--- src/rtl/tap_pkg.sv ---
package tap_pkg;

    localparam int SIZE_BITS = 13;
    localparam int IDX_BITS  = 12;
    localparam int WH_BITS   = 2 * SIZE_BITS;
    localparam int TOT_BITS  = 3 * SIZE_BITS;
    localparam int CFG_IDX_BITS = 3;

    localparam logic OP_LOAD  = 1'b0;
    localparam logic OP_FETCH = 1'b1;

    localparam logic [1:0] ST_OK    = 2'd0;
    localparam logic [1:0] ST_BAD   = 2'd1;
    localparam logic [1:0] ST_EARLY = 2'd2;

    localparam logic [CFG_IDX_BITS-1:0] REG_SIZE_W = 3'd0;
    localparam logic [CFG_IDX_BITS-1:0] REG_SIZE_H = 3'd1;
    localparam logic [CFG_IDX_BITS-1:0] REG_SIZE_C = 3'd2;
    localparam logic [CFG_IDX_BITS-1:0] REG_PERM   = 3'd3;

    localparam logic [2:0] PERM_CHW = 3'd0;
    localparam logic [2:0] PERM_CWH = 3'd1;
    localparam logic [2:0] PERM_HCW = 3'd2;
    localparam logic [2:0] PERM_HWC = 3'd3;
    localparam logic [2:0] PERM_WCH = 3'd4;
    localparam logic [2:0] PERM_WHC = 3'd5;

    typedef enum logic [1:0] {
        AX_W,
        AX_H,
        AX_C
    } t_axis;

    typedef struct packed {
        t_axis outer;
        t_axis mid;
        t_axis inner;
    } t_levels;

    typedef enum logic [1:0] {
        CS_READY,
        CS_MUL1,
        CS_MUL2
    } t_cfg_state;

    typedef struct packed {
        logic wr;
        logic rd;
    } t_mem_ctl;

    function automatic t_levels perm_levels(input logic [2:0] code);
        t_levels lv;
        case (code)
            PERM_CWH: lv = '{outer: AX_C, mid: AX_W, inner: AX_H};
            PERM_HCW: lv = '{outer: AX_H, mid: AX_C, inner: AX_W};
            PERM_HWC: lv = '{outer: AX_H, mid: AX_W, inner: AX_C};
            PERM_WCH: lv = '{outer: AX_W, mid: AX_C, inner: AX_H};
            PERM_WHC: lv = '{outer: AX_W, mid: AX_H, inner: AX_C};
            default:  lv = '{outer: AX_C, mid: AX_H, inner: AX_W};
        endcase
        return lv;
    endfunction

endpackage

--- src/rtl/tap_ctrl.sv ---
module tap_ctrl #(
    parameter int MAX_ELEMS = 4096,
    parameter int AW        = 12,
    parameter int WB        = 32
) (
    input  logic                               i_clk,
    input  logic                               i_rst_n,
    input  logic                               i_start,
    input  logic                               i_op,
    output logic                               o_busy,
    input  logic                               i_cfg_valid,
    output logic                               o_cfg_ready,
    input  logic [tap_pkg::CFG_IDX_BITS-1:0]   i_cfg_index,
    input  logic [tap_pkg::SIZE_BITS-1:0]      i_cfg_data,
    input  logic [WB-1:0]                      i_rdata,
    output tap_pkg::t_mem_ctl                  o_mem_ctl,
    output logic [AW-1:0]                      o_mem_addr,
    output logic                               o_done,
    output logic [WB-1:0]                      o_word_out,
    output logic                               o_last,
    output logic [1:0]                         o_status
);
    import tap_pkg::*;

    localparam int CW = $clog2(MAX_ELEMS + 1);

    t_cfg_state r_state, n_state;
    logic mul1_en, mul2_en;

    logic [SIZE_BITS-1:0] r_size_w, r_size_h, r_size_c;
    logic [2:0]           r_perm;
    logic [WH_BITS-1:0]   r_wh;
    logic [TOT_BITS-1:0]  r_total;
    logic [SIZE_BITS-1:0] r_n_out, r_n_mid, r_n_in;
    logic [AW-1:0]        r_s_out, r_s_mid, r_s_in;

    logic [CW-1:0]       r_load_cnt, n_load_cnt;
    logic [IDX_BITS-1:0] r_idx_out, n_idx_out, r_idx_mid, n_idx_mid, r_idx_in, n_idx_in;
    logic [AW-1:0]       r_out_base, n_out_base, r_mid_base, n_mid_base, r_addr, n_addr;

    logic       r_done, r_fetch, n_fetch, r_last, n_last;
    logic [1:0] r_status, n_status;

    logic     accept, cfg_wr, cfg_hit, bad, load_full;
    logic     in_end, mid_end, out_end;
    t_levels  lv;
    t_mem_ctl mem_ctl;
    logic [AW-1:0]        mem_addr, step_mid, step_out;
    logic [SIZE_BITS-1:0] lv_n_out, lv_n_mid, lv_n_in;
    logic [AW-1:0]        lv_s_out, lv_s_mid, lv_s_in;

    assign o_cfg_ready = 1'b1;
    assign cfg_wr  = i_cfg_valid && o_cfg_ready;
    assign cfg_hit = cfg_wr && (i_cfg_index <= REG_PERM);
    assign accept  = i_start && !o_busy;

    always_comb begin
        n_state = r_state;
        unique case (r_state)
            CS_READY: n_state = CS_READY;
            CS_MUL1:  n_state = CS_MUL2;
            CS_MUL2:  n_state = CS_READY;
            default:  n_state = CS_MUL1;
        endcase
        if (cfg_hit) begin
            n_state = CS_MUL1;
        end
    end

    always_comb begin
        o_busy  = 1'b1;
        mul1_en = 1'b0;
        mul2_en = 1'b0;
        unique case (r_state)
            CS_READY: o_busy  = 1'b0;
            CS_MUL1:  mul1_en = 1'b1;
            CS_MUL2:  mul2_en = 1'b1;
            default:  o_busy  = 1'b1;
        endcase
    end

    function automatic logic [SIZE_BITS-1:0] size_of(
        input t_axis ax,
        input logic [SIZE_BITS-1:0] w, h, c
    );
        logic [SIZE_BITS-1:0] s;
        case (ax)
            AX_W:    s = w;
            AX_H:    s = h;
            default: s = c;
        endcase
        return s;
    endfunction

    function automatic logic [AW-1:0] stride_of(
        input t_axis ax,
        input logic [SIZE_BITS-1:0] w,
        input logic [WH_BITS-1:0] wh
    );
        logic [AW-1:0] s;
        case (ax)
            AX_W:    s = AW'(1);
            AX_H:    s = AW'(w);
            default: s = AW'(wh);
        endcase
        return s;
    endfunction

    always_comb begin
        lv       = perm_levels(r_perm);
        lv_n_out = size_of(lv.outer, r_size_w, r_size_h, r_size_c);
        lv_n_mid = size_of(lv.mid, r_size_w, r_size_h, r_size_c);
        lv_n_in  = size_of(lv.inner, r_size_w, r_size_h, r_size_c);
        lv_s_out = stride_of(lv.outer, r_size_w, r_wh);
        lv_s_mid = stride_of(lv.mid, r_size_w, r_wh);
        lv_s_in  = stride_of(lv.inner, r_size_w, r_wh);
    end

    assign bad       = (r_total == '0) || (r_total > TOT_BITS'(MAX_ELEMS));
    assign load_full = TOT_BITS'(r_load_cnt) >= r_total;
    assign in_end    = ({1'b0, r_idx_in} + 1'b1) == r_n_in;
    assign mid_end   = ({1'b0, r_idx_mid} + 1'b1) == r_n_mid;
    assign out_end   = ({1'b0, r_idx_out} + 1'b1) == r_n_out;
    assign step_mid  = r_mid_base + r_s_mid;
    assign step_out  = r_out_base + r_s_out;

    always_comb begin
        n_load_cnt = r_load_cnt;
        n_idx_out  = r_idx_out;
        n_idx_mid  = r_idx_mid;
        n_idx_in   = r_idx_in;
        n_out_base = r_out_base;
        n_mid_base = r_mid_base;
        n_addr     = r_addr;
        mem_ctl    = '0;
        mem_addr   = r_addr;
        n_fetch    = 1'b0;
        n_last     = 1'b0;
        n_status   = ST_OK;
        if (accept) begin
            if (bad) begin
                n_status = ST_BAD;
            end else if (i_op == OP_LOAD) begin
                if (load_full) begin
                    n_status = ST_BAD;
                end else begin
                    mem_ctl.wr = 1'b1;
                    mem_addr   = r_load_cnt[AW-1:0];
                    n_load_cnt = r_load_cnt + 1'b1;
                end
            end else if (!load_full) begin
                n_status = ST_EARLY;
            end else begin
                mem_ctl.rd = 1'b1;
                n_fetch    = 1'b1;
                if (!in_end) begin
                    n_idx_in = r_idx_in + 1'b1;
                    n_addr   = r_addr + r_s_in;
                end else if (!mid_end) begin
                    n_idx_in   = '0;
                    n_idx_mid  = r_idx_mid + 1'b1;
                    n_mid_base = step_mid;
                    n_addr     = step_mid;
                end else if (!out_end) begin
                    n_idx_in   = '0;
                    n_idx_mid  = '0;
                    n_idx_out  = r_idx_out + 1'b1;
                    n_out_base = step_out;
                    n_mid_base = step_out;
                    n_addr     = step_out;
                end else begin
                    // final word: ready for the next tensor
                    n_last     = 1'b1;
                    n_load_cnt = '0;
                    n_idx_in   = '0;
                    n_idx_mid  = '0;
                    n_idx_out  = '0;
                    n_out_base = '0;
                    n_mid_base = '0;
                    n_addr     = '0;
                end
            end
        end
        if (cfg_hit) begin
            n_load_cnt = '0;
            n_idx_in   = '0;
            n_idx_mid  = '0;
            n_idx_out  = '0;
            n_out_base = '0;
            n_mid_base = '0;
            n_addr     = '0;
        end
    end

    always_ff @(posedge i_clk) begin
        if (!i_rst_n) begin
            r_state    <= CS_MUL1;
            r_size_w   <= SIZE_BITS'(1);
            r_size_h   <= SIZE_BITS'(1);
            r_size_c   <= SIZE_BITS'(1);
            r_perm     <= PERM_CHW;
            r_load_cnt <= '0;
            r_idx_out  <= '0;
            r_idx_mid  <= '0;
            r_idx_in   <= '0;
            r_out_base <= '0;
            r_mid_base <= '0;
            r_addr     <= '0;
            r_done     <= 1'b0;
            r_fetch    <= 1'b0;
            r_last     <= 1'b0;
            r_status   <= ST_OK;
        end else begin
            r_state    <= n_state;
            r_load_cnt <= n_load_cnt;
            r_idx_out  <= n_idx_out;
            r_idx_mid  <= n_idx_mid;
            r_idx_in   <= n_idx_in;
            r_out_base <= n_out_base;
            r_mid_base <= n_mid_base;
            r_addr     <= n_addr;
            r_done     <= accept;
            r_fetch    <= n_fetch;
            r_last     <= n_last;
            r_status   <= n_status;
            if (cfg_wr) begin
                case (i_cfg_index)
                    REG_SIZE_W: r_size_w <= i_cfg_data;
                    REG_SIZE_H: r_size_h <= i_cfg_data;
                    REG_SIZE_C: r_size_c <= i_cfg_data;
                    REG_PERM:   r_perm   <= i_cfg_data[2:0];
                    default:    ;
                endcase
            end
        end
    end

    always_ff @(posedge i_clk) begin
        if (mul1_en) begin
            r_wh <= r_size_w * r_size_h;
        end
        if (mul2_en) begin
            r_total <= r_wh * r_size_c;
            r_n_out <= lv_n_out;
            r_n_mid <= lv_n_mid;
            r_n_in  <= lv_n_in;
            r_s_out <= lv_s_out;
            r_s_mid <= lv_s_mid;
            r_s_in  <= lv_s_in;
        end
    end

    assign o_mem_ctl  = mem_ctl;
    assign o_mem_addr = mem_addr;
    assign o_done     = r_done;
    assign o_word_out = r_fetch ? i_rdata : '0;
    assign o_last     = r_last;
    assign o_status   = r_status;

endmodule

--- config.mk ---
export PLATFORM = sky130hd
export DESIGN_NAME = tap_ctrl
export DESIGN_NICKNAME = d
export VERILOG_FILES = /design/src/rtl/tap_pkg.sv /design/src/rtl/tap_ctrl.sv
export SDC_FILE = /design/constraint.sdc
export NUM_CORES = 2
export LEC_CHECK = 0
export ABC_AREA = 1
export BUFFER_PORTS_ARGS = -buffer_cell sky130_fd_sc_hd__buf_2
export CAP_MARGIN = 20
export CORE_ASPECT_RATIO = 2
export CORE_MARGIN = 4
export CORE_UTILIZATION = 61
export CTS_BUF_LIST = sky130_fd_sc_hd__clkbuf_16
export DETAILED_ROUTE_END_ITERATION = 6
export PLACE_DENSITY = 0.78
export SLEW_MARGIN = 5
export SYNTH_ARGS = -nofsm -noshare
export SYNTH_HDL_FRONTEND = slang
export SYNTH_SLANG_ARGS = --single-unit
--- constraint.sdc ---
create_clock -name i_clk -period 6.6 [get_ports i_clk]
set_input_delay 0.66 -clock i_clk [delete_from_list [all_inputs] [get_ports i_clk]]
set_output_delay 0.66 -clock i_clk [all_outputs]
set_load 0.01 [all_outputs]
==> impl_metrics.toml <==
[layout]
mostFrequentLayoutCells = "nand2_1 (1106), inv_1 (965), fa_1 (388)"
seq_area_um2 = 6890
syn_to_final_growth_pct = 5.93
multiInputGateArea_um2 = 20500
fin_cells = 4873
diodes = 0
fill_cells = 4601
final_common_cell = "nand2_1"
fin_nets = 4844
drive_above_1_share = 0.0560

[synth]
ys_seq_area_frac = 0.217
ys.flop_type = "edfxtp_1"
synth_nets = 4839
yosys_warnings = 0
syn_area_um2 = 31700
synthCells = 4188
avgSynthCellArea_um2 = 7.58
ys_types = 52
synth-edff-count = 140
synthArstFlopShare = 0
synth-seq-cells = 274

[grt]
gr-total-overflow = 0
grt_first_pass_wirelength_mm = 144
grt_max_degree = 78
grt_usage = 0.329
antenna_found_initial = 0
grt_pass1_vias = 28300

[worst_setup_path]
cp_slowest_cell = "edfxtp_1"
arrival_ps = 6470
r2r_start = "r_wh[9]$_DFFE_PN_"
startpoint_type = "flop"
crit_type = "reg -> reg"
cp_data_required_time_ps = 6910
rrSetupSlack_ps = 440
slowest_delay_ps = 780
reg2reg_to = "r_total[36]$_DFFE_PN_"
worstPathCellList = "nand2_1 > fa_1 > inv_1 > fa_1 > fa_1 > fa_1 > inv_1 > fa_1 > inv_1 > ha_1 > nand2_1 > nor2_1 > nand4_1 > o21ai_0 > a21oi_1 > o21ai_0 > nand2_1 > nand2_1 > nand2_1 > nand3_1 > nand2_1"
cp_max_fo = 14
cp-end-kind = "flop"
cp_common_cell = "nand2_1"
reg2regPathDepth = 21

[clocking]
insertion_delay_ps = 590
cts_max_level = 1
clock-sinks = 274
path_clk_slew_ps = 70
cts_buffer_depth = 3
ctsHoldBuffers = 0
cts_setup_buffers = 0
cts_made_buffers = 26
cts_tree = "built"
cts_root_buffer = "clkbuf_16"
ctsResizeCount = 0

[min_path]
hold_path_startpoint = "i_cfg_data[11]"
holdPathStages = 3
hold_end = "r_size_h[11]$_SDFFE_PN0P_"
worstHoldPathType = "in -> reg"

[floorplanning]
dieArea_um2 = 55900
die_height_um = 331
start_util = 0.614
rows = 118
die_x_um = 169
core_area_um2 = 51700
ios = 105

[route]
drtIter0Drc = 1871
drc = 0
routedWlPerCell_um = 18.7
via_count = 27500
wl_mm = 91.1
routed_via_density = 5.64
ant_nets = 0
first_pass_iters = 6

[timing]
relSlewSlack = 0.226
maxSlewViolCount = 0
min_period_ps = 6160
setup_viol = 0
skew_ps = 41.5
fmax_mhz = 162
finalHoldViolCount = 0
setup-tns-final_ps = 0
tightestPinTransition_ps = 1160
fin_crit_sh = 0.933
rsz0062_at_grt = "no"

[placed_design]
hpwl_mm = 73.5
globalplace.congestion = 1.02
placed_cells = 4825
portBuffers = 103

[pwr]
p_per_area_nw_per_um2 = 139
leakagePower_nw = 18.0
ir_worst_vdd_v = 0.000240

[run_status]
outcome = "finished, final reports clean"

[flow_run]
drv_cap = 0
registers in the layout, summed over array words and instances (netlist names), 2 cells and up:
signal      count
r_total        39
r_wh           26
r_load_cnt     13
r_n_in         13
r_n_mid        13
r_n_out        13
r_size_c       13
r_size_h       13
r_size_w       13
r_addr         12
r_idx_in       12
r_idx_mid      12
r_idx_out      12
r_mid_base     12
r_out_base     12
r_s_in         12
r_s_mid        12
r_s_out        12
r_perm          3
o_status        2
r_state         2
worst max-delay path by stage:
stage | cells after the start | end | slack (ps) | from
after floorplan | 2 | r_n_in[0]$_DFFE_PN_ | 860 | r_state[1]$_SDFF_PP0_
after global placement | 20 | r_total[23]$_DFFE_PN_ | 580 | r_wh[7]$_DFFE_PN_
after detailed placement | 23 | r_total[28]$_DFFE_PN_ | 530 | r_wh[5]$_DFFE_PN_
after CTS | 23 | r_total[36]$_DFFE_PN_ | 480 | r_wh[5]$_DFFE_PN_
after global routing | 21 | r_total[28]$_DFFE_PN_ | 20 | r_wh[8]$_DFFE_PN_
final | 21 | r_total[36]$_DFFE_PN_ | 440 | r_wh[9]$_DFFE_PN_
per-layer routing:
layer  vias to the layer above  share of wire  global-route usage  wire, µm
li1                      12800              -                   -         -
met1                     13100           0.31               0.315     28000
met2                      1135           0.53               0.615     48700
met3                       489          0.052              0.0374      4760
met4                         0           0.11               0.275      9580
met5                         -              0                   0         0
per-stage QoR:
stage | power [W] | worst slack (ps) | hold WS (ps) | cell area [µm²] | utilization
2_1_floorplan | 0.00276 | 861 | 421 | 31700 | -
3_3_place_gp | 0.00313 | 583 | 453 | 32800 | 0.634
3_5_place_dp | 0.00315 | 535 | 457 | 32800 | 0.634
4_1_cts | 0.00469 | 484 | 356 | 33600 | 0.650
5_1_grt | 0.00489 | 22.2 | 379 | 33600 | 0.650
6_report | 0.00467 | 440 | 371 | 33600 | 0.650
report_power, final:
group	switching, W	total [W]	internal, W
combinational	0.000726	0.00111	0.000388
clock	0.000729	0.00155	0.000816
sequential	0.000134	0.00201	0.00188
total	0.00159	0.00467	0.00308
cell type report:
type                       count  area share
clock buffer                  26      0.0194
clock inverter                22     0.00622
inverter                     972       0.109
multi-input combinational   2772       0.611
sequential                   274       0.205
tap                          660      0.0246
timing repair buffer         147      0.0255
cell usage after synthesis (5+ instances only):
cell type | number | share of area
nand2_1 | 1106 | 0.13
inv_1 | 964 | 0.11
fa_1 | 388 | 0.24
nor2_1 | 245 | 0.029
ha_1 | 210 | 0.083
a21oi_1 | 183 | 0.029
nand3_1 | 173 | 0.027
edfxtp_1 | 140 | 0.13
clkbuf_1 | 135 | 0.016
dfxtp_1 | 134 | 0.085
o21ai_0 | 107 | 0.017
xor2_1 | 56 | 0.015
o221ai_1 | 40 | 0.011
o22ai_1 | 35 | 0.0069
nand4_1 | 33 | 0.0065
xnor2_1 | 27 | 0.0075
nor3_1 | 25 | 0.0039
buf_1 | 19 | 0.0022
o21ai_1 | 18 | 0.0028
a31oi_1 | 15 | 0.0030
a211oi_1 | 12 | 0.0028
nand3b_1 | 12 | 0.0028
buf_2 | 10 | 0.0016
o21bai_1 | 8 | 0.0019
or2_2 | 7 | 0.0014
a21o_1 | 6 | 0.0014
inv_2 | 6 | 0.00071
nor4_1 | 6 | 0.0012
o211ai_1 | 6 | 0.0014
o21a_1 | 6 | 0.0014
o31ai_1 | 5 | 0.0012
critical path, delay by kind of cell (launching register included):
kind / cells / cell delay [ps]
adders and majority gates: 6 / 2970
AOI/OAI and AO/OA: 3 / 930
DFF: 1 / 780
buffers and inverters: 3 / 160
and+or+nand+nor: 9 / 1020
kinds of logic (layout without fill, tap and decap cells):
group           Yosys count  after routing  synth area share
fa+ha+maj               598            598             0.328
flops                   274            274             0.217
xor+xnor                 86             86            0.0251
other cells               1              1          0.000118
buf+inv                1142           1167             0.137
simple gates           1636           1636             0.211
compound gates          451            451            0.0823
Power figures use the tool's default switching activity.
